**src/sv/cdq_pkg.sv**
```systemverilog
// Types and constants shared by the circular deque modules.
package cdq_pkg;

    localparam int CAP_W = 5;
    localparam logic [CAP_W-1:0] CAP_RESET = 5'd16;

    typedef logic [2:0] t_req;
    localparam t_req REQ_INS_FRONT = 3'd0;
    localparam t_req REQ_INS_REAR  = 3'd1;
    localparam t_req REQ_DEL_FRONT = 3'd2;
    localparam t_req REQ_DEL_REAR  = 3'd3;
    localparam t_req REQ_STATUS    = 3'd4;

    localparam logic signed [31:0] EMPTY_WORD = -32'sd1;

    typedef struct packed {
        logic load;
        logic success;
        logic is_empty;
        logic is_full;
    } t_load;

endpackage

```
**src/sv/cdq_ram.sv**
```systemverilog
// Ring store: one write port, two registered read ports.
module cdq_ram #(
    parameter int MAX_ENTRIES = 16,
    localparam int AW = (MAX_ENTRIES > 1) ? $clog2(MAX_ENTRIES) : 1
) (
    input  logic                i_clk,
    input  logic                i_we,
    input  logic [AW-1:0]       i_waddr,
    input  logic signed [31:0]  i_wdata,
    input  logic                i_re,
    input  logic [AW-1:0]       i_raddr_a,
    input  logic [AW-1:0]       i_raddr_b,
    output logic signed [31:0]  o_rdata_a,
    output logic signed [31:0]  o_rdata_b
);

    logic signed [31:0] r_mem [MAX_ENTRIES];
    logic signed [31:0] r_rdata_a;
    logic signed [31:0] r_rdata_b;

    always_ff @(posedge i_clk) begin
        if (i_we) begin
            r_mem[i_waddr] <= i_wdata;
        end
        if (i_re) begin
            r_rdata_a <= r_mem[i_raddr_a];
            r_rdata_b <= r_mem[i_raddr_b];
        end
    end

    assign o_rdata_a = r_rdata_a;
    assign o_rdata_b = r_rdata_b;

endmodule

```
**src/sv/cdq_ctrl.sv**
```systemverilog
// Pointer, occupancy and capacity control with the request sequencer.
module cdq_ctrl #(
    parameter int MAX_ENTRIES = 16,
    localparam int AW = (MAX_ENTRIES > 1) ? $clog2(MAX_ENTRIES) : 1,
    localparam int CW = $clog2(MAX_ENTRIES + 1)
) (
    input  logic                        i_clk,
    input  logic                        i_rst_n,
    input  logic                        i_cfg_wr_en,
    input  logic [cdq_pkg::CAP_W-1:0]   i_cfg_wr_data,
    input  logic                        i_in_valid,
    output logic                        o_in_ready,
    input  cdq_pkg::t_req               i_req_type,
    input  logic signed [31:0]          i_item_value,
    input  logic                        i_out_free,
    output logic                        o_we,
    output logic [AW-1:0]               o_waddr,
    output logic signed [31:0]          o_wdata,
    output logic                        o_re,
    output logic [AW-1:0]               o_raddr_a,
    output logic [AW-1:0]               o_raddr_b,
    output cdq_pkg::t_load              o_load
);

    localparam int CPW = (CW > cdq_pkg::CAP_W) ? CW : cdq_pkg::CAP_W;
    localparam int SW  = CW + 1;
    localparam logic [CPW-1:0] MAX_C   = CPW'(MAX_ENTRIES);
    localparam logic [SW-1:0]  MAX_S   = SW'(MAX_ENTRIES);
    localparam logic [AW-1:0]  LAST_IX = AW'(MAX_ENTRIES - 1);

    typedef enum logic [2:0] {
        S_IDLE = 3'b001,
        S_RD   = 3'b010,
        S_LD   = 3'b100
    } t_state;

    t_state                      r_state;
    t_state                      n_state;
    logic [AW-1:0]               r_head;
    logic [AW-1:0]               n_head;
    logic [CW-1:0]               r_count;
    logic [CW-1:0]               n_count;
    logic                        r_ok;
    logic                        n_ok;
    logic [cdq_pkg::CAP_W-1:0]   r_cap;

    logic [CPW-1:0] cap_eff;
    logic [CPW-1:0] cap_ext;
    logic           full_now;
    logic           empty_now;
    logic           accept;
    logic [AW-1:0]  head_dec;
    logic [AW-1:0]  head_inc;
    logic [SW-1:0]  tail_s;
    logic [SW-1:0]  rear_s;
    logic [AW-1:0]  tail_ix;
    logic [AW-1:0]  rear_ix;

    assign cap_ext   = CPW'(r_cap);
    assign cap_eff   = (cap_ext > MAX_C) ? MAX_C : cap_ext;
    assign full_now  = CPW'(r_count) >= cap_eff;
    assign empty_now = (r_count == '0);
    assign accept    = i_in_valid && (r_state == S_IDLE);

    assign head_dec = (r_head == '0) ? LAST_IX : r_head - 1'b1;
    assign head_inc = (r_head == LAST_IX) ? '0 : r_head + 1'b1;

    always_comb begin
        tail_s = SW'(r_head) + SW'(r_count);
        if (tail_s >= MAX_S) begin
            tail_s = tail_s - MAX_S;
        end
        rear_s = SW'(r_head) + SW'(r_count) - SW'(1);
        if (rear_s >= MAX_S) begin
            rear_s = rear_s - MAX_S;
        end
    end

    assign tail_ix = tail_s[AW-1:0];
    assign rear_ix = rear_s[AW-1:0];

    always_comb begin
        n_head  = r_head;
        n_count = r_count;
        n_ok    = 1'b1;
        o_we    = 1'b0;
        o_waddr = tail_ix;
        case (i_req_type)
            cdq_pkg::REQ_INS_FRONT: begin
                o_waddr = head_dec;
                if (full_now) begin
                    n_ok = 1'b0;
                end else begin
                    o_we    = accept;
                    n_head  = head_dec;
                    n_count = r_count + 1'b1;
                end
            end
            cdq_pkg::REQ_INS_REAR: begin
                if (full_now) begin
                    n_ok = 1'b0;
                end else begin
                    o_we    = accept;
                    n_count = r_count + 1'b1;
                end
            end
            cdq_pkg::REQ_DEL_FRONT: begin
                if (empty_now) begin
                    n_ok = 1'b0;
                end else begin
                    n_head  = head_inc;
                    n_count = r_count - 1'b1;
                end
            end
            cdq_pkg::REQ_DEL_REAR: begin
                if (empty_now) begin
                    n_ok = 1'b0;
                end else begin
                    n_count = r_count - 1'b1;
                end
            end
            default: begin
                n_ok = 1'b1;
            end
        endcase
    end

    always_comb begin
        n_state = r_state;
        unique case (r_state)
            S_IDLE: begin
                if (i_in_valid) begin
                    n_state = S_RD;
                end
            end
            S_RD: begin
                n_state = S_LD;
            end
            S_LD: begin
                if (i_out_free) begin
                    n_state = S_IDLE;
                end
            end
            default: begin
                n_state = S_IDLE;
            end
        endcase
    end

    always_ff @(posedge i_clk) begin
        if (!i_rst_n) begin
            r_state <= S_IDLE;
            r_head  <= '0;
            r_count <= '0;
            r_ok    <= 1'b0;
            r_cap   <= cdq_pkg::CAP_RESET;
        end else begin
            r_state <= n_state;
            if (i_cfg_wr_en) begin
                r_cap <= i_cfg_wr_data;
            end
            if (accept) begin
                r_head  <= n_head;
                r_count <= n_count;
                r_ok    <= n_ok;
            end
        end
    end

    assign o_in_ready = (r_state == S_IDLE);
    assign o_wdata    = i_item_value;
    assign o_re       = (r_state == S_RD);
    assign o_raddr_a  = r_head;
    assign o_raddr_b  = rear_ix;

    assign o_load.load     = (r_state == S_LD) && i_out_free;
    assign o_load.success  = r_ok;
    assign o_load.is_empty = empty_now;
    assign o_load.is_full  = full_now;

    assert property (@(posedge i_clk) disable iff (!i_rst_n)
        CPW'(r_count) <= MAX_C)
        else $error("occupancy beyond store size");

    assert property (@(posedge i_clk) disable iff (!i_rst_n)
        SW'(r_head) < MAX_S)
        else $error("head index outside ring");

    assert property (@(posedge i_clk) disable iff (!i_rst_n)
        accept |=> (r_state == S_RD))
        else $error("accepted word not sent to memory read");

    assert property (@(posedge i_clk) disable iff (!i_rst_n)
        (accept && full_now && (i_req_type == cdq_pkg::REQ_INS_FRONT ||
         i_req_type == cdq_pkg::REQ_INS_REAR)) |=>
        (r_count == $past(r_count) && !r_ok))
        else $error("insert into full queue changed occupancy");

endmodule

```
**src/sv/circular_deque_top.sv**
```systemverilog
// Circular deque top level: stream ports, ring store, control and result register.
//
// Bounded double-ended queue of 32-bit signed words in a ring store of
// MAX_ENTRIES slots. Each request word inserts at the front or rear, deletes
// from the front or rear, or reports status, and returns one result word with
// a success flag, the front and rear words (-1 when empty) and the empty and
// full flags after the step. An accepted request passes through the update of
// head, count and store write, the two-port store read of front and rear, and the
// load of the result register. The next request is taken once the previous result
// has been loaded, while that result may still wait downstream. The user must see
// that the capacity register is written only while the block is idle; the block
// does not enforce this. Values above MAX_ENTRIES act as MAX_ENTRIES, and zero
// makes every insert fail. The store needs no clearing after reset.
module circular_deque_top #(
    parameter int MAX_ENTRIES = 16
) (
    input  logic                        i_clk,
    input  logic                        i_rst_n,
    input  logic                        i_cfg_wr_en,
    input  logic [cdq_pkg::CAP_W-1:0]   i_cfg_wr_data,
    input  logic                        s_axis_tvalid,
    output logic                        s_axis_tready,
    input  logic [31:0]                 s_axis_tdata,  // item_value
    input  logic [2:0]                  s_axis_tuser,  // req_type
    output logic                        m_axis_tvalid,
    input  logic                        m_axis_tready,
    output logic [63:0]                 m_axis_tdata,  // front_item, rear_item
    output logic [2:0]                  m_axis_tuser   // success, is_empty, is_full
);

    localparam int AW = (MAX_ENTRIES > 1) ? $clog2(MAX_ENTRIES) : 1;

    logic               we;
    logic [AW-1:0]      waddr;
    logic signed [31:0] wdata;
    logic               re;
    logic [AW-1:0]      raddr_a;
    logic [AW-1:0]      raddr_b;
    logic signed [31:0] rdata_a;
    logic signed [31:0] rdata_b;
    cdq_pkg::t_load     load;
    logic               out_free;

    logic               r_out_valid;
    logic [63:0]        r_out_data;
    logic [2:0]         r_out_user;

    assign out_free = !r_out_valid || m_axis_tready;

    cdq_ctrl #(
        .MAX_ENTRIES (MAX_ENTRIES)
    ) u_ctrl (
        .i_clk         (i_clk),
        .i_rst_n       (i_rst_n),
        .i_cfg_wr_en   (i_cfg_wr_en),
        .i_cfg_wr_data (i_cfg_wr_data),
        .i_in_valid    (s_axis_tvalid),
        .o_in_ready    (s_axis_tready),
        .i_req_type    (s_axis_tuser),
        .i_item_value  (s_axis_tdata),
        .i_out_free    (out_free),
        .o_we          (we),
        .o_waddr       (waddr),
        .o_wdata       (wdata),
        .o_re          (re),
        .o_raddr_a     (raddr_a),
        .o_raddr_b     (raddr_b),
        .o_load        (load)
    );

    cdq_ram #(
        .MAX_ENTRIES (MAX_ENTRIES)
    ) u_ram (
        .i_clk     (i_clk),
        .i_we      (we),
        .i_waddr   (waddr),
        .i_wdata   (wdata),
        .i_re      (re),
        .i_raddr_a (raddr_a),
        .i_raddr_b (raddr_b),
        .o_rdata_a (rdata_a),
        .o_rdata_b (rdata_b)
    );

    always_ff @(posedge i_clk) begin
        if (!i_rst_n) begin
            r_out_valid <= 1'b0;
        end else if (load.load) begin
            r_out_valid <= 1'b1;
        end else if (m_axis_tready) begin
            r_out_valid <= 1'b0;
        end
    end

    always_ff @(posedge i_clk) begin
        if (load.load) begin
            if (load.is_empty) begin
                r_out_data <= {cdq_pkg::EMPTY_WORD, cdq_pkg::EMPTY_WORD};
            end else begin
                r_out_data <= {rdata_b, rdata_a};
            end
            r_out_user <= {load.is_full, load.is_empty, load.success};
        end
    end

    assign m_axis_tvalid = r_out_valid;
    assign m_axis_tdata  = r_out_data;
    assign m_axis_tuser  = r_out_user;

endmodule

```
**config.mk**
```make
export PLATFORM = sky130hd
export DESIGN_NAME = circular_deque_top
export DESIGN_NICKNAME = d
export VERILOG_FILES = /design/src/sv/cdq_pkg.sv /design/src/sv/cdq_ram.sv /design/src/sv/cdq_ctrl.sv /design/src/sv/circular_deque_top.sv
export SDC_FILE = /design/constraint.sdc
export NUM_CORES = 1
export LEC_CHECK = 0
export ABC_CLOCK_PERIOD_IN_PS = 4920
export BUFFER_PORTS_ARGS = -buffer_cell sky130_fd_sc_hd__clkbuf_2
export CORE_MARGIN = 5
export CORE_UTILIZATION = 56
export DETAILED_ROUTE_END_ITERATION = 10
export PLACE_DENSITY = 0.75
export SYNTH_ARGS = -nofsm -noshare
export SYNTH_HDL_FRONTEND = slang
export SYNTH_HIERARCHICAL = 1
export SYNTH_SLANG_ARGS = --single-unit
```
**constraint.sdc**
```tcl
create_clock -name i_clk -period 4.92 [get_ports i_clk]
set_clock_uncertainty 0.05 [all_clocks]
set_input_delay 0.984 -clock i_clk [delete_from_list [all_inputs] [get_ports i_clk]]
set_output_delay 0.984 -clock i_clk [all_outputs]
set_load 0.005 [all_outputs]
```
* Word-level counts from Yosys, hierarchy flattened
Memories as Yosys holds them, arrays and structs flattened. A register that Yosys moved wholly into a read port is not among the register bits. Cells that the tools add are included. W data, S select, Z words.
Storage, ports and cells: flip-flop bits (word level) 86, memories 1, RAM bits 512, input port bits 45, output and inout port bits 69, logic and storage cells 73
Memories:
- u_ram.r_mem | depth 16, bits a word 32, read ports 2, clocked after Yosys merged registers in 2, write ports 1, line cdq_ram.sv:17 | logic signed [31:0] r_mem [MAX_ENTRIES];
Cells by class: multiplexer cells 24, reduce and logical (&&, ||, !) cells 15, equal/unequal tests 13, add/sub/neg operators 8, $lt $le $gt $ge 4
Operators with widths (count):
- $mux W4 | 7
- $mux W5 | 3
- $ge A6 B5 Y1 const B | 2
- $sub A4 B1 Y4 const B | 3
- $ne A2 B2 Y1 const B | 5
- $pmux W5 S2 | 1
- $eq A3 B2 Y1 const B | 3
- $pmux W3 S3 | 1
- $mux W1 | 8
- $pmux W4 S2 | 1
- $reduce_and A4 Y1 | 2
- $add A4 B5 Y6 | 1
- $eq A3 B1 Y1 const B | 2
- $mux W3 | 2
- $reduce_bool A2 Y1 | 3
- $sub A6 B1 Y6 const B | 1
- $add A5 B1 Y5 const B | 1
- $ge A5 B5 Y1 | 1
- $gt A5 B5 Y1 const B | 1
- $logic_not A5 Y1 | 1
- $sub A5 B1 Y5 const B | 1
- $add A4 B1 Y4 const B | 1
- $eq A4 B4 Y1 const B | 1
- $logic_not A4 Y1 | 1
- other kinds (9) | 11

* Logic depth before layout (Yosys ltp)
Gate-level depths: netlist of the first run.
depth in word-level cells 7, gate-level depth with buffers 10, depth with buffers taken out 9

* Cells and area by module
Netlist of the first run, hierarchy kept.
By module, submodules not included:
- cdq_ram | cells each 1141, area each 24828.8 um^2, instances 1, sequential area each 17296.6 um^2
- circular_deque_top | cells each 142, area each 2528.7 um^2, instances 1, sequential area each 2031.9 um^2
- cdq_ctrl | cells each 204, area each 1669.1 um^2, instances 1, sequential area each 360.3 um^2

* Worst setup path before layout of the first run
Ideal clock, no wire load.
path type input -> register, start point input port s_axis_tuser[1], end point memory u_ram.r_mem[0][0] (enable), required time 4409 ps, stages 5, data arrival time 4600 ps, buffers on the path 1, setup time 461 ps, path slack -191 ps, cells stage by stage clkbuf_1 > nor3_1 > a21oi_1 > or3b_2 > nor3_1
Between the ends: elaborated cells between the ends (all ways) 7, those cells by class eq/ne: 1; mux: 4; reduce/logical: 2
RTL lines:
- start, declared | line circular_deque_top.sv:24 | input logic [2:0] s_axis_tuser,
- $logic_not A3 Y1 | line cdq_ctrl.sv:88 | case (i_req_type)
- $mux W4 | line cdq_ctrl.sv:88
- via waddr[2] | line circular_deque_top.sv:34 | logic [AW-1:0] waddr;
- end, declared | line cdq_ram.sv:17
The timed path passes the listed nets, and every way through them passes these cells.

==> metrics.md, run 1 <==
| Metric | Value |
|---|---|
| Status | `finished clean` |
| Die Area | `about 56000 um2` |
| Initial antenna violation count | `3` |
| Drt pass-1 iters | `5` |
| Remaining antenna violation count | `0` |
| Synth area leader | `edfxtp_1` |
| Clock Latency Late Sink | `~590 ps` |
| IO Count | `~110` |
| EDFF count, synth | `643` |
| Setup ws final | `between 800 and 900 ps` |
| Initial core utilization | `0.566` |
| Leak pwr | `between 10 and 15 nW` |
| Post-Place Worst Slack | `between 500 and 600 ps` |
| Post-synth top flop | `edfxtp_1` |
| Fraction of registers with async set/reset | `0` |
| CTS Root Cell | `clkbuf_16` |
| Maxcap violations | `0` |
| Final Hold Fails | `0` |
| Max Fclk | `between 200 and 250 MHz` |
| CP max FO | `15` |
| WS Path Type | `flop to flop` |
| Final Wtd Congestion | `~0.78` |
| Share of Yosys cell area claimed by the top area cell type | `0.665` |
| Reg clk slew, reported paths | `roughly 60 ps` |
| Cts repair resizes | `0` |
| Vias in the first global route | `15975` |
| Final min period | `4020 ps` |
| Placeable core region | `51300 um2` |
| Mapped Avg Cell Area | `19.5 um2` |
| Crit path required time | `~5100 ps` |
| Sequential area share after synthesis | `0.678` |
| Arrival @ worst endpoint | `about 4200 ps` |
| Setup-failing EPs final | `0` |
| Sw Pwr | `a little under 3 mW` |
| Post-synth top cells | `edfxtp_1 (643), mux4_2 (256), a22oi_1 (128)` |
| Hold Buf Count CTS | `0` |
| Count leader, synth | `edfxtp_1` |
| Cts bufs inserted | `69` |
| Gate count of the mapped netlist | `around 1500` |
| Total GRT Usage | `0.232` |
| Initial DRC count | `roughly 1500` |
| Post-CTS setup repair buffer count | `0` |
| Yosys synthesis warning count | `6` |
| Largest cells by area after synthesis | `edfxtp_1 (67%), mux4_2 (20%), a22oi_1 (3.3%)` |
| DPL Wire Length | `~38000 um` |
| Comb power frac | `0.108` |
| Vias per cell | `around 6.6` |
| Fin crit share | `0.817` |
| Total Power | `around 13 mW` |
| R2R cell count | `9` |
| Synth cell types | `about 50` |
| Chip width | `roughly 240 um` |
| Global-route wire length before repair | `between 90000 and 100000 um` |
| Largest net degree at the start of global routing | `between 100 and 150` |
| CTS tree | `built` |
| Layout net count | `1643` |
| Worst hold path cell count | `0` |
| Via count | `roughly 15000` |
| DRC viols | `0` |
| RSZ-0062 raised after global routing | `false` |
| Fill count | `approximately 3500` |
| Wire per inst | `around 28 um` |
| Total wire length | `65400 um` |
| Flop pwr share | `0.493` |
| H-tree depth | `3` |
| Setup TNS | `0 ps` |
| Slew Limit Fails | `0` |
| CP endpoint kind | `flop` |
| Part of the power in the clock network | `0.398` |
| Pwr Density | `slightly below 400 nW/um2` |
| Mapped cell area | `29000 um2` |
| Relative slew margins | `0.169` |
| Die Y | `238 um` |
| CTS sink cnt | `662` |
| Worst VDD drop | `about 0.29 mV` |
| Syn_nets | `1548` |
| Internal Pwr Total | `between 9 and 10 mW` |
| Core Rows | `83` |
| Grt total ovfl | `0` |
| Worst-Margin Slew | `1240 ps` |
| Port Buffers | `approximately 110` |
| Share of post-route cells with drive strength above 1 | `0.338` |
| Yosys reg bits | `roughly 660` |
| Switching Share | `0.232` |
| CTS max path bufs | `3` |
| Worst hold path type | `flop to flop` |
| Area grow syn2layout | `11.9%` |
| Startpoint Class | `flop` |
| Flop-to-flop setup slack | `roughly 900 ps` |
-- cells by family after synthesis --
family / share of synthesized area
simple gates: 0.0381
compound gates: 0.0433
xor+xnor: 0.00302
mux: 0.201
buf+inv: 0.0285
fa+ha+maj: 0.00741
flops: 0.678
-- layout make-up --
cell class	instances	area [um2]	share of cell area
sequential	662	19700	0.606
multi-input combinational	677	8690	0.268
clock buffer	82	1820	0.0560
timing repair buffer	159	986	0.0304
tap	680	851	0.0262
clock inverter	42	373	0.0115
inverter	13	58.8	0.00181
antenna	1	2.50	0.0000771
-- registers in the layout, indices dropped and copies added, names as in the netlist --
signal and cells:
u_ctrl/r_count 5, u_ram/r_mem 512, u_ctrl/o_raddr_a 4, m_axis_tvalid 1, m_axis_tdata 64, u_ram/o_rdata_a 32
u_ctrl/cap_ext 5, u_ctrl/r_ok 1, m_axis_tuser 3, u_ram/o_rdata_b 32, u_ctrl/r_state 3
-- critical path: stages (launching register included) --
cell and delay, ps:
dfxtp_1 490, inv_1 100, ha_1 300, nor2b_1 130
o21ai_0 160, a21bo_2 240, nor4_1 780, or3b_2 650
nor3_4 430, buf_4 360
-- cells in the final DEF (no fill, tap or decap), types with 10 or more instances in the layout --
| cell | synthesis | layout |
|---|---|---|
| edfxtp_1 | 643 | 643 |
| mux4_2 | 256 | 256 |
| a22oi_1 | 128 | 128 |
| clkbuf_2 | 0 | 113 |
| nand2_1 | 75 | 75 |
| clkbuf_16 | 0 | 71 |
| or2_1 | 60 | 60 |
| buf_4 | 53 | 40 |
| dfxtp_1 | 19 | 17 |
| a21oi_1 | 17 | 17 |
| nor2_4 | 0 | 16 |
| clkinv_1 | 0 | 15 |
| ha_1 | 14 | 14 |
| clkinv_2 | 0 | 12 |
| nor2_1 | 28 | 12 |
| inv_1 | 13 | 11 |
| clkbuf_1 | 47 | 11 |
| o21ai_0 | 10 | 10 |
-- layer usage --
layer / up-vias / GRT usage / wire length (um) / share of wire
met3: 103 / 0.0444 / 4890 / 0.075
met4: 2 / 0.0677 / 1640 / 0.025
met1: 8084 / 0.319 / 25500 / 0.39
met2: 657 / 0.388 / 33400 / 0.51
li1: 6391 / - / - / -
met5: - / 0 / 9 / 0.00014
-- through the flow --
step | instance area (um2) | cells | hold slack, ps | util
3_3_place_gp | 30300 | 2191 | 402 | 0.590
2_1_floorplan | 29000 | 1487 | 402 | -
4_1_cts | 32500 | 2315 | 414 | 0.633
5_1_grt | 32500 | 2315 | 430 | 0.633
3_5_place_dp | 30300 | 2191 | 399 | 0.590
6_report | 32500 | 2316 | 415 | 0.633
-- path summary, 6_finish.rpt --
| kind | startpoint | endpoint |
|---|---|---|
| hold reg to reg | u_ctrl/r_ok$_SDFFE_PN0P_ | m_axis_tuser[0]$_DFFE_PP_ |
| hold / removal | u_ctrl/r_ok$_SDFFE_PN0P_ | m_axis_tuser[0]$_DFFE_PP_ |
| setup / recovery | u_ctrl/r_count[0]$_SDFFE_PN0P_ | u_ram/r_mem[0][16]$_DFFE_PP_ |
| setup reg to reg | u_ctrl/r_count[0]$_SDFFE_PN0P_ | u_ram/r_mem[0][16]$_DFFE_PP_ |
-- power by group through the flow --
stage / combinational, mW / sequential [mW] / clock (mW)
floorplan: 0.986 / 6.41 / 0
global placement: 1.36 / 6.42 / 0
detailed placement: 1.38 / 6.42 / 0
CTS: 1.39 / 6.30 / 5.17
global route: 1.48 / 6.30 / 5.43
finish: 1.38 / 6.30 / 5.09
(Power assumes the default switching activity.)
==> inputs of run 2 (changes only) <==
- ABC_CLOCK_PERIOD_IN_PS: 4920 -> 4190
- PLACE_DENSITY: 0.75 -> 0.72
- clock period: 4.92 -> 4.19 ns (I/O delays scaled with it)
==> metrics.md, run 2 (synthesized netlist as in run 1, its figures left out) <==
| Metric | Value |
|---|---|
| Status | `finished clean (unchanged)` |
| IO Count | `114 (unchanged)` |
| Cts bufs inserted | `69 (unchanged)` |
| Crit path required time | `4350 ps (was 5140 ps)` |
| Initial DRC count | `1560 (was 1507)` |
| Max Fclk | `269 MHz (was 249 MHz)` |
| Core Rows | `83 (unchanged)` |
| Via count | `15443 (was 15237)` |
| Reg clk slew, reported paths | `60 ps (about the same)` |
| Total wire length | `68300 um (was 65400 um)` |
| Vias in the first global route | `16350 (was 15975)` |
| Setup-failing EPs final | `0 (unchanged)` |
| CP endpoint kind | `flop (unchanged)` |
| Fin cells | `2324 (was 2316)` |
| Hold Buf Count CTS | `0 (unchanged)` |
| Largest net degree at the start of global routing | `99 (was 123)` |
| Arrival @ worst endpoint | `3880 ps (was 4240 ps)` |
| Initial antenna violation count | `6 (was 3)` |
| CP max FO | `26 (was 15)` |
| Utilization after layout | `0.637 (was 0.633)` |
| Worst-Margin Slew | `1260 ps (was 1240 ps)` |
| Port Buffers | `113 (unchanged)` |
| Max reg flops | `512 (unchanged)` |
| Worst Path Buf+Inv | `2 (unchanged)` |
| Setup TNS | `0 ps (unchanged)` |
| Area grow syn2layout | `12.5% (was 11.9%)` |
| Cts repair resizes | `0 (unchanged)` |
| Clock Latency Late Sink | `600 ps (was 590 ps)` |
| Drt pass-1 iters | `7 (was 5)` |
| Worst path top cell family by delay | `simple AND/OR/NAND/NOR gates (unchanged)` |
| Leak pwr | `10.5 nW (was 10.4 nW)` |
| Pwr Density | `461 nW/um2 (was 393 nW/um2)` |
| Die Area | `56500 um2 (unchanged)` |
| Wire per inst | `29.4 um (was 28.3 um)` |
| Slew Limit Fails | `0 (unchanged)` |
| Initial core utilization | `0.566 (unchanged)` |
| Grt total ovfl | `0 (unchanged)` |
| Multi-input gate area | `8720 um2 (was 8690 um2)` |
| CTS max path bufs | `3 (unchanged)` |
| Cell count after placement | `2199 (was 2191)` |
| Final Wtd Congestion | `0.798 (was 0.785)` |
| Vias per cell | `6.65 (was 6.58)` |
| CP max stage delay | `640 ps (was 780 ps)` |
| Layout net count | `1651 (was 1643)` |
| DRC viols | `0 (unchanged)` |
| Fin crit share | `0.886 (was 0.817)` |
| WS Path Type | `flop to flop (unchanged)` |
| RSZ-0062 raised after global routing | `false (unchanged)` |
| Fill count | `3509 (was 3460)` |
| Worst VDD drop | `0.320 mV (was 0.285 mV)` |
| CTS sink cnt | `662 (unchanged)` |
| Maxcap violations | `0 (unchanged)` |
| DPL Wire Length | `38800 um (was 38300 um)` |
| Most common cell after layout, fill and taps aside | `edfxtp_1 (unchanged)` |
| Placeable core region | `51300 um2 (unchanged)` |
| H-tree depth | `3 (unchanged)` |
| Slowest-stage cell, CP | `nor4_2 (was nor4_1)` |
| Global-route wire length before repair | `103000 um (was 98900 um)` |
| Startpoint Class | `flop (unchanged)` |
| Chip width | `238 um (unchanged)` |
| CTS tree | `built (unchanged)` |
| Cell Chain, Critical Path | `inv_1, ha_1, nor2b_1, o21ai_0, a21bo_2, nor4_2, nand3_1, nor3_4, buf_4 (was inv_1, ha_1, nor2b_1, o21ai_0, a21bo_2, nor4_1, or3b_2, nor3_4, buf_4)` |
| Biggest register | `u_ram/r_mem (unchanged)` |
| Worst hold path type | `flop to flop (unchanged)` |
| Commonest cells after routing, fill and taps aside | `edfxtp_1 (643), mux4_2 (256), a22oi_1 (128), clkbuf_2 (113), nand2_1 (75) (unchanged)` |
| Post-CTS setup repair buffer count | `0 (unchanged)` |
| Share of post-route cells with drive strength above 1 | `0.341 (was 0.338)` |
| Final Hold Fails | `0 (unchanged)` |
| Relative slew margins | `0.161 (was 0.169)` |
| Die Y | `238 um (unchanged)` |
| Remaining antenna violation count | `0 (unchanged)` |
| FF+latch area | `19700 um2 (unchanged)` |
| Total GRT Usage | `0.244 (was 0.232)` |
| CTS Root Cell | `clkbuf_16 (unchanged)` |
| Final min period | `3710 ps (was 4020 ps)` |
| Fin Hold WS | `428 ps (was 415 ps)` |
run 2: per-layer routing:
| metal | GRT usage | part of all wire | vias to the layer above | routed length, um |
|---|---|---|---|---|
| met3 | 0.0571 | 0.089 | 129 | 6100 |
| met5 | 0 | 0.00010 | - | 7 |
| met4 | 0.0777 | 0.028 | 2 | 1920 |
| li1 | - | - | 6413 | - |
| met1 | 0.330 | 0.38 | 8120 | 26100 |
| met2 | 0.402 | 0.50 | 779 | 34100 |
run 2: worst register-to-register path: stages (launching register included):
cell and delay [ps]:
dfxtp_1 460, inv_1 110, ha_1 300, nor2b_1 120, o21ai_0 160, a21bo_2 250
nor4_2 640, nand3_1 470, nor3_4 240, buf_4 520
run 2: where the power goes:
group	total [mW]	internal, mW	switching [mW]	leakage [nW]
registers	7.40	7.37	0.0273	5.89
clock network	6.00	3.53	2.47	1.07
logic	1.66	0.677	0.979	3.50
run 2: metrics by stage:
stage	power, mW	area [um2]	worst slack, ps
finish	15.0	32700	476
global route	15.6	32700	231
CTS	15.2	32700	72.2
detailed placement	9.18	30500	121
global placement	9.16	30500	165
floorplan	8.68	29000	51.9
run 2: cell type report:
cell class / instances / area share
diodes: 4 / 0.000306
inverters: 13 / 0.00180
flip-flops and latches: 662 / 0.603
clock buffers: 83 / 0.0558
well taps: 680 / 0.0260
repair buffers: 167 / 0.0351
multi-input cells: 677 / 0.267
clock inverters: 38 / 0.0112
run 2: final timing paths:
kind | end | slack, ps | from | cells after the start
max | u_ram/r_mem[12][17]$_DFFE_PP_ | 480 | u_ctrl/r_count[0]$_SDFFE_PN0P_ | 9
max reg2reg | u_ram/r_mem[12][17]$_DFFE_PP_ | 480 | u_ctrl/r_count[0]$_SDFFE_PN0P_ | 9
min | m_axis_tuser[0]$_DFFE_PP_ | 430 | u_ctrl/r_ok$_SDFFE_PN0P_ | 0
min reg2reg | m_axis_tuser[0]$_DFFE_PP_ | 430 | u_ctrl/r_ok$_SDFFE_PN0P_ | 0
==> inputs of run 3 (changes only) <==
- ABC_CLOCK_PERIOD_IN_PS: 4190 -> 3000
- PLACE_DENSITY: 0.72 -> 0.75
- clock period: 4.19 -> 3 ns (I/O delays scaled with it)
==> metrics.md, run 3 (synthesized netlist as in run 1, its figures left out) <==
| Metric | Value |
|---|---|
| Die Y | `238 um (unchanged)` |
| Commonest cells after routing, fill and taps aside | `edfxtp_1 (643), mux4_2 (256), a22oi_1 (128), clkbuf_2 (113), clkbuf_16 (77) (was edfxtp_1 (643), mux4_2 (256), a22oi_1 (128), clkbuf_2 (113), nand2_1 (75))` |
| Crit path required time | `3270 ps (was 4350 ps)` |
| CP max FO | `40 (was 26)` |
| M1 GR Usage | `0.349 (was 0.330)` |
| Share of post-route cells with drive strength above 1 | `0.369 (was 0.341)` |
| Startpoint Class | `flop (unchanged)` |
| Biggest register | `u_ram/r_mem (unchanged)` |
| Max Fclk | `339 MHz (was 269 MHz)` |
| Fin Hold WS | `194 ps (was 428 ps)` |
| Relative slew margins | `0.357 (was 0.161)` |
| Placeable core region | `51300 um2 (unchanged)` |
| DPL Wire Length | `41000 um (was 38800 um)` |
| Total Power | `21.1 mW (was 15.0 mW)` |
| IO Count | `114 (unchanged)` |
| Vias per cell | `6.76 (was 6.65)` |
| CTS tree | `built (unchanged)` |
| Total wire length | `74000 um (was 68300 um)` |
| CP max stage delay | `540 ps (was 640 ps)` |
| Via count | `16089 (was 15443)` |
| Initial DRC count | `2019 (was 1560)` |
| Cell area after placement | `31000 um2 (was 30500 um2)` |
| Worst path top cell family by delay | `adder cells (was simple AND/OR/NAND/NOR gates)` |
| Cell count after placement | `2234 (was 2199)` |
| Most common cell after layout, fill and taps aside | `edfxtp_1 (unchanged)` |
| Pwr Density | `627 nW/um2 (was 461 nW/um2)` |
| Die Area | `56500 um2 (unchanged)` |
| Drt pass-1 iters | `6 (was 7)` |
| Remaining antenna violation count | `0 (unchanged)` |
| Final instance area | `33700 um2 (was 32700 um2)` |
| Status | `finished clean (unchanged)` |
| Slowest-stage cell, CP | `fa_1 (was nor4_2)` |
| Max reg flops | `512 (unchanged)` |
| Layout net count | `1715 (was 1651)` |
| WS Path Type | `flop to flop (unchanged)` |
| Worst-Margin Slew | `965 ps (was 1260 ps)` |
| Hold Buf Count CTS | `0 (unchanged)` |
| GRT Max-Usage Layer | `met2 (unchanged)` |
| Wire per inst | `31.1 um (was 29.4 um)` |
| CTS sink cnt | `662 (unchanged)` |
| Port Buffers | `113 (unchanged)` |
| Routing usage on met2 | `0.409 (was 0.402)` |
| Leak pwr | `10.9 nW (was 10.5 nW)` |
| Worst VDD drop | `0.460 mV (was 0.320 mV)` |
| Reg clk slew, reported paths | `60 ps (about the same)` |
| Fill count | `3297 (was 3509)` |
| Core Rows | `83 (unchanged)` |
| Met3 Use GR | `0.0567 (was 0.0571)` |
| Final Hold Fails | `0 (unchanged)` |
| Area grow syn2layout | `16.2% (was 12.5%)` |
| Chip width | `238 um (unchanged)` |
| Clock Latency Late Sink | `600 ps (about the same)` |
| Total GRT Usage | `0.253 (was 0.244)` |
| Global-route wire length before repair | `106000 um (was 103000 um)` |
| CTS Root Cell | `clkbuf_16 (unchanged)` |
| Final Wtd Congestion | `0.824 (was 0.798)` |
| CTS max path bufs | `3 (unchanged)` |
| Fin crit share | `0.983 (was 0.886)` |
| Worst Path Buf+Inv | `3 (was 2)` |
| Utilization after layout | `0.657 (was 0.637)` |
| Initial core utilization | `0.566 (unchanged)` |
| DRC viols | `0 (unchanged)` |
| CP endpoint kind | `flop (unchanged)` |
| Final min period | `2950 ps (was 3710 ps)` |
| Maxcap violations | `0 (unchanged)` |
| H-tree depth | `3 (unchanged)` |
| Most frequent cell on the critical path | `ha_1` |
| Cell Chain, Critical Path | `ha_1, fa_1, inv_1, ha_1, clkinv_4, buf_12, mux4_2, a22oi_1, nand2_1 (was inv_1, ha_1, nor2b_1, o21ai_0, a21bo_2, nor4_2, nand3_1, nor3_4, buf_4)` |
| Cts bufs inserted | `69 (unchanged)` |
| Largest net degree at the start of global routing | `63 (was 99)` |
| Worst hold path type | `input port to flop (was flop to flop)` |
| Grt total ovfl | `0 (unchanged)` |
| Initial antenna violation count | `6 (unchanged)` |
| Setup-failing EPs final | `0 (unchanged)` |
| Slew Limit Fails | `0 (unchanged)` |
| Arrival @ worst endpoint | `3220 ps (was 3880 ps)` |
| Vias in the first global route | `16427 (was 16350)` |
| Fin cells | `2381 (was 2324)` |
## run 3: cell count changes in the layout (fill, tap and decap cells not counted), moves of 3 or more
cell	previous run	this run
buf_6	0	7
diode_2	4	1
clkbuf_16	71	77
clkbuf_1	12	9
clkinv_2	13	6
buf_12	14	40
buf_4	40	57
clkinv_1	13	21
## run 3: area by class of cell
cell class                      instances  area, um2  share of cell area
Tap cell                              680        851              0.0252
Clock inverter                         37        318             0.00942
Clock buffer                           80       1810              0.0537
Antenna cell                            1       2.50           0.0000742
Sequential cell                       662      19700               0.584
Timing Repair Buffer                  228       2140              0.0635
Multi-Input combinational cell        680       8840               0.262
Inverter                               13       61.3             0.00182
## run 3: routing by layer
layer / vias to the layer above / wire length (um)
met1: 8387 / 27500
met4: 4 / 2600
met2: 989 / 36300
met5: - / 14
met3: 164 / 7660
li1: 6545 / -
## run 3: power breakdown
part | internal [mW] | switching [mW] | leakage (nW)
sequential | 10.3 | 0.0373 | 5.89
combinational | 1.16 | 1.47 | 4.00
clock | 4.74 | 3.44 | 1.04
## run 3: worst min-delay path: cells and delay by family
kind,cells,cell delay (ps)
buf+inv,1,80
compound gates,1,70
simple gates,1,50
## run 3: worst paths after layout
check        cells after the start  slack (ps)                             start                        endpoint
max reg2reg                      9          50  u_ctrl/o_raddr_a[0]$_SDFFE_PN0P_    u_ram/o_rdata_b[1]$_DFFE_PP_
min                              3         190                  i_cfg_wr_data[4]  u_ctrl/cap_ext[4]$_SDFFE_PN1P_
min reg2reg                      0         430          u_ctrl/r_ok$_SDFFE_PN0P_       m_axis_tuser[0]$_DFFE_PP_
max                              9          50  u_ctrl/o_raddr_a[0]$_SDFFE_PN0P_    u_ram/o_rdata_b[1]$_DFFE_PP_
## run 3: timing repair
item,CTS,global route
gates resized for setup,9,20
hold endpoints to repair,0,0
setup buffers,9,9
pin swaps,4,7
cloned,4,7
endpoints found under the setup margin,302,121
## run 3: stage by stage
step	worst slack [ps]	TNS (ps)
floorplan	-420	-139480
finish	51.5	0
global placement	-124	-6170
detailed placement	-198	-15570
global route	-17.7	-126
CTS	0.415	0
